### src/hdl/ste_pkg.sv
// package for the sorted table engine: widths, operation codes, cell link types
// used by ste_cell and sorted_table_engine_core
`timescale 1ns / 1ps
package ste_pkg;
    localparam int KEY_W = 32;
    localparam int CNT_W = 11;
    localparam int POS_W = 11;
    localparam int KIND_W = 3;
    localparam int DEPTH_DEF = 1024;

    localparam logic [KIND_W-1:0] K_INSERT = 3'd0;
    localparam logic [KIND_W-1:0] K_RM_FIRST = 3'd1;
    localparam logic [KIND_W-1:0] K_RM_POS = 3'd2;
    localparam logic [KIND_W-1:0] K_RM_LAST = 3'd3;
    localparam logic [KIND_W-1:0] K_FIND_SK = 3'd4;
    localparam logic [KIND_W-1:0] K_FIND_ID = 3'd5;

    // one stored entry
    typedef struct packed {
        logic             vld;
        logic [KEY_W-1:0] sk;
        logic [KEY_W-1:0] id;
    } t_entry;

    // broadcast command to every cell
    typedef struct packed {
        logic             ins;   // insert: cells at or past the slot shift up
        logic             rm;    // remove: cells at or past the slot shift down
        logic [KEY_W-1:0] sk;
        logic [KEY_W-1:0] id;
    } t_cmd;
endpackage

### src/hdl/ste_cell.sv
// one cell of the sorted table: holds an entry, shifts with its neighbors
// depends on ste_pkg
`timescale 1ns / 1ps
module ste_cell (
    input  logic             i_clk,
    input  logic             i_rst_n,
    input  ste_pkg::t_cmd    i_cmd,
    input  logic             i_sel,      // this cell is at or past the slot
    input  logic             i_slot,     // this cell is the slot itself
    input  ste_pkg::t_entry  i_lower,    // neighbor below
    input  ste_pkg::t_entry  i_upper,    // neighbor above
    output ste_pkg::t_entry  o_entry,
    output logic             o_gt,       // stored key above the command key
    output logic             o_sk_eq,
    output logic             o_id_eq
);
    ste_pkg::t_entry r_e;
    ste_pkg::t_entry n_e;

    // next entry from the shift direction
    always_comb begin
        n_e = r_e;
        if (i_cmd.ins && i_sel) begin
            n_e = i_slot ? ste_pkg::t_entry'{vld: 1'b1, sk: i_cmd.sk, id: i_cmd.id} : i_lower;
        end else if (i_cmd.rm && i_sel) begin
            n_e = i_upper;
        end
    end

    always_ff @(posedge i_clk) begin
        if (!i_rst_n) begin
            r_e.vld <= 1'b0;
        end else begin
            r_e.vld <= n_e.vld;
        end
        r_e.sk <= n_e.sk;
        r_e.id <= n_e.id;
    end

    // compares against the command key
    assign o_gt    = r_e.vld && (r_e.sk > i_cmd.sk);
    assign o_sk_eq = r_e.vld && (r_e.sk == i_cmd.sk);
    assign o_id_eq = r_e.vld && (r_e.id == i_cmd.id);
    assign o_entry = r_e;
endmodule
### config.mk
export PLATFORM = sky130hd
export DESIGN_NAME = ste_cell
export DESIGN_NICKNAME = d
export VERILOG_FILES = /design/src/hdl/ste_pkg.sv /design/src/hdl/ste_cell.sv
export SDC_FILE = /design/constraint.sdc
export NUM_CORES = 1
export LEC_CHECK = 0
export BUFFER_PORTS_ARGS = -buffer_cell sky130_fd_sc_hd__buf_2
export CORE_AREA = 2 2 103 105
export DETAILED_ROUTE_END_ITERATION = 8
export DIE_AREA = 0 0 105 107
export MAX_ROUTING_LAYER = met4
export PLACE_DENSITY_LB_ADDON = 0.3
export SYNTH_ARGS = -nofsm -noshare
export SYNTH_HDL_FRONTEND = slang
export SYNTH_SLANG_ARGS = --single-unit
### constraint.sdc
create_clock -name i_clk -period 3.2 [get_ports i_clk]
set_input_delay 0.32 -clock i_clk [delete_from_list [all_inputs] [get_ports i_clk]]
set_output_delay 0.32 -clock i_clk [all_outputs]
set_load 0.03 [all_outputs]
# == Word-level counts from Yosys, hierarchy flattened ==
# Index checks and enable logic that the tools add are counted.
# W data, S select, Z words.
# word_totals
reg_bits,65
latchBits,0
mem_bits_rw,0
mem_bits_ro,0
in_bits,200
wordCells,15
memories,0
# op_classes
addsub,0
multipliers,0
div,0
n_lt_le_gt_ge,1
eq_ne,2
shift,0
n_mux,3
n_bitwise,0
reduce_logical,6
# ops
cell,n
$mux W65,3
$eq A32 B32 Y1,2
$gt A32 B32 Y1,1
$logic_and A1 B1 Y1,5
$reduce_bool A2 Y1,1

# == Depth between registers and ports, before layout ==
# logic_depth
word_depth,3
depth_mapped,7
mapped_depth_nobuf,7

# == Worst setup path after synthesis ==
# OpenSTA, ideal clock, no wires.
# synth_timing
path_type,flip-flop to output port
startpoint,register r_e (netlist bit o_entry[43])
endpoint,output port o_gt
t_arrival_ns,2.220
required_ns,2.880
path_slack_ns,0.660
stages_incl_launch_ff,7
n_path_buf,0
cell_sequence,edfxtp_1 -> ha_1 -> nand4_1 -> or3_1 -> a21oi_1 -> nor3b_1 -> o21ai_0
# synth_between
elab_chain_len,2
# synth_rtl
element,line_no,source
start: declaration,ste_cell.sv:17,ste_pkg::t_entry r_e;
$gt A32 B32 Y1,ste_cell.sv:41,assign o_gt = r_e.vld && (r_e.sk > i_cmd.sk);
$logic_and A1 B1 Y1,ste_cell.sv:41,
end: declaration,ste_cell.sv:13,"output logic o_gt,"
# Every way passes these cells.

# == Worst setup path in the final report ==
# layout_timing
startpoint,register r_e (netlist bit o_entry[62])
endpoint,output port o_gt
# Same word-level chain as after synthesis.

==> flow_summary.json <==
{
  "synth_ff_type": "edfxtp_1",
  "vias_per_cell": 5.01,
  "max_freq_ghz": 0.389,
  "clock_path_buffers": 2,
  "p_per_area_mw_per_mm2": 404,
  "clock-sinks": 65,
  "setup_viol": 0,
  "rows": 37,
  "path_class": "flop to output pin",
  "postLayoutCoreUtil_pct": 59.8,
  "clk_latency_ns": 0.34,
  "leakagePower_nw": 2.97,
  "wirelength_um": 13200,
  "worst_r2r_endpoint": "o_entry[64]",
  "outcome": "finished clean",
  "worstPathRequired_ns": 2.88,
  "hold_class": "input port to flop",
  "vias": 4222,
  "tns_ns": 0,
  "cts_root_buf": "clkbuf_8",
  "wl_per_cell_um": 15.6,
  "hp-start": "i_rst_n",
  "gr-total-overflow": 0,
  "cts_tree": "yes",
  "grt_pass1_vias": 4250,
  "drtAntennaViolNets": 0,
  "synth-seq-cells": 65,
  "cap_violations": 0,
  "startpoint_type": "flop",
  "hpwlAfterDp_um": 10400,
  "firstDrtPassIters": 4,
  "grt_max_degree": 73,
  "finalHoldViolCount": 0,
  "remaining_drc_errors": 0,
  "grt_usage_pct": 24.2,
  "rr_worst_depth": 4,
  "syn_area_sq_mm": 0.00445,
  "drt-initial-drc-count": 148,
  "yosys_warnings": 0,
  "antenna_cells": 0,
  "antenna_found_initial": 0,
  "gp_congestion": 0.871,
  "clkTransAtPathRegs_ns": 0.07,
  "crit_fanout": 5,
  "grt_setup_unrepaired": "false",
  "nets": 936,
  "syn2layout_area_growth_pct": 35.7,
  "core_sq_mm": 0.0101,
  "dpl_worst_slack_ns": 0.940,
  "slew_headroom_pct": 27.6,
  "cts_max_level": 3,
  "ctsResizeCount": 0,
  "vdd_ir_drop_max_uv": 259,
  "min_period_ns": 2.57,
  "synth_area_per_cell_sq_um": 9.98,
  "critPathArrivalTime_ns": 2.25,
  "holdPathStages": 2,
  "syn-num-nets": 678,
  "post-route-period-util_pct": 80.3,
  "port_buffers": 267,
  "io_pins": 268,
  "start_util_pct": 44.1,
  "multi_input_area_sq_mm": 0.00230,
  "num-fill-cells": 904,
  "die_w_um": 105,
  "synthArstFlopShare_pct": 0,
  "drv_slew": 0,
  "reg2reg_from": "o_entry[64]",
  "ys_types": 31,
  "cts_buffers": 9,
  "finalPower_mw": 2.44,
  "seq_area_frac_synth_pct": 43.6,
  "worst_clock_skew_ns": 0,
  "drive_gt1_share_pct": 39.8,
  "synth_edf_count": 64,
  "setup_ws_ns": 0.631,
  "regArea_sq_mm": 0.00194,
  "die_area_sq_mm": 0.0112,
  "whs_endpoint": "o_entry[64]",
  "post_cts_buffers": 0,
  "cts_hold_buf": 0,
  "largest_register_ffs": 65,
  "synthCells": 446,
  "tightest_slew_ns": 1.09,
  "grt_first_pass_wirelength_um": 20600,
  "worst_hold_slack_ns": 0.201,
  "die_h_um": 107,
  "cp-end-kind": "output pin",
  "r2r_slack_ns": 2.35
}
-- synth_stat cells, types with 3 or more instances --
cell | instances | area share (%)
a21o_1 | 3 | 0.51
a21oi_1 | 80 | 9.0
buf_1 | 3 | 0.25
buf_2 | 10 | 1.1
clkbuf_1 | 8 | 0.67
edfxtp_1 | 64 | 43
ha_1 | 32 | 9.0
inv_1 | 33 | 2.8
mux2i_1 | 64 | 14
nand2_1 | 5 | 0.42
nand3_1 | 6 | 0.67
nand4_1 | 15 | 2.1
nor2_1 | 68 | 5.7
nor4_1 | 5 | 0.70
o21ai_0 | 3 | 0.34
xnor2_1 | 28 | 5.5
xor2_1 | 4 | 0.79
-- layout by cell type (no fill, tap or decap), drive strengths merged, types with 2 or more instances in the layout --
cell type and count:
nor2 68, xor2 4, a21o 3, nand4 15
inv 33, ha 32, xnor2 28, a21oi 80
nand2 5, nor4 6, edfxtp 64, nor2b 2
clkbuf 11, clkinv 2, buf 268, nand3 6
o21ai 3, mux2i 64
-- metal layers --
| layer | track usage (%) | part of all wire, % | wire length [um] | vias to the layer above |
|---|---|---|---|---|
| li1 | - | - | - | 2129 |
| met1 | 26.0 | 38 | 5040 | 1876 |
| met2 | 42.9 | 52 | 6870 | 195 |
| met3 | 6.20 | 7.3 | 966 | 22 |
| met4 | 9.24 | 2.1 | 276 | 0 |
| met5 | - | 0 | 0 | - |
-- worst max path at each step --
stage,endpoint,from,slack (ns),cells past startpoint
2_1_floorplan,o_gt,o_entry[43],0.66,6
3_5_place_dp,o_gt,i_cmd[35],0.94,9
3_3_place_gp,o_gt,i_cmd[35],0.97,9
6_report,o_gt,o_entry[62],0.63,7
5_1_grt,o_gt,o_entry[62],0.41,7
4_1_cts,o_gt,o_entry[35],0.60,7
-- cell type report --
type                       count  area share (%)
clock buffer                  11            2.18
clock inverter                 2           0.145
tap                          136            2.82
inverter                      33            2.05
sequential                    65            32.2
multi-input combinational    327            38.1
timing repair buffer         268            22.5
-- critical path, cell delays in order, from the launching register on --
cell and delay (ns):
edfxtp_1 0.40, ha_1 0.34, nand4_1 0.22, nor4_1 0.39, a21oi_1 0.14, o31ai_1 0.09
o21ai_0 0.12, buf_2 0.20
-- per-stage QoR --
stage	instances	cell area [sq um]
6_report	842	6040
5_1_grt	842	6040
4_1_cts	842	6040
3_5_place_dp	829	5900
3_3_place_gp	829	5900
2_1_floorplan	446	4450
-- logic make-up (layout without fill, tap and decap cells) --
| kind of cell | Yosys count | after routing | share of synthesized area, % |
|---|---|---|---|
| mux | 64 | 64 | 14.4 |
| compound gates | 92 | 92 | 10.9 |
| buf+inv | 54 | 314 | 4.84 |
| xor+xnor | 32 | 32 | 6.30 |
| simple gates | 107 | 107 | 10.9 |
| fa+ha+maj | 32 | 32 | 9.00 |
| flops | 65 | 65 | 43.6 |
-- report_power, final --
part | switching (mW) | internal [mW] | total [mW]
Sequential | 0.0520 | 1.04 | 1.09
Combinational | 0.464 | 0.308 | 0.771
Clock | 0.309 | 0.265 | 0.574
Power figures use the tool's default switching activity.
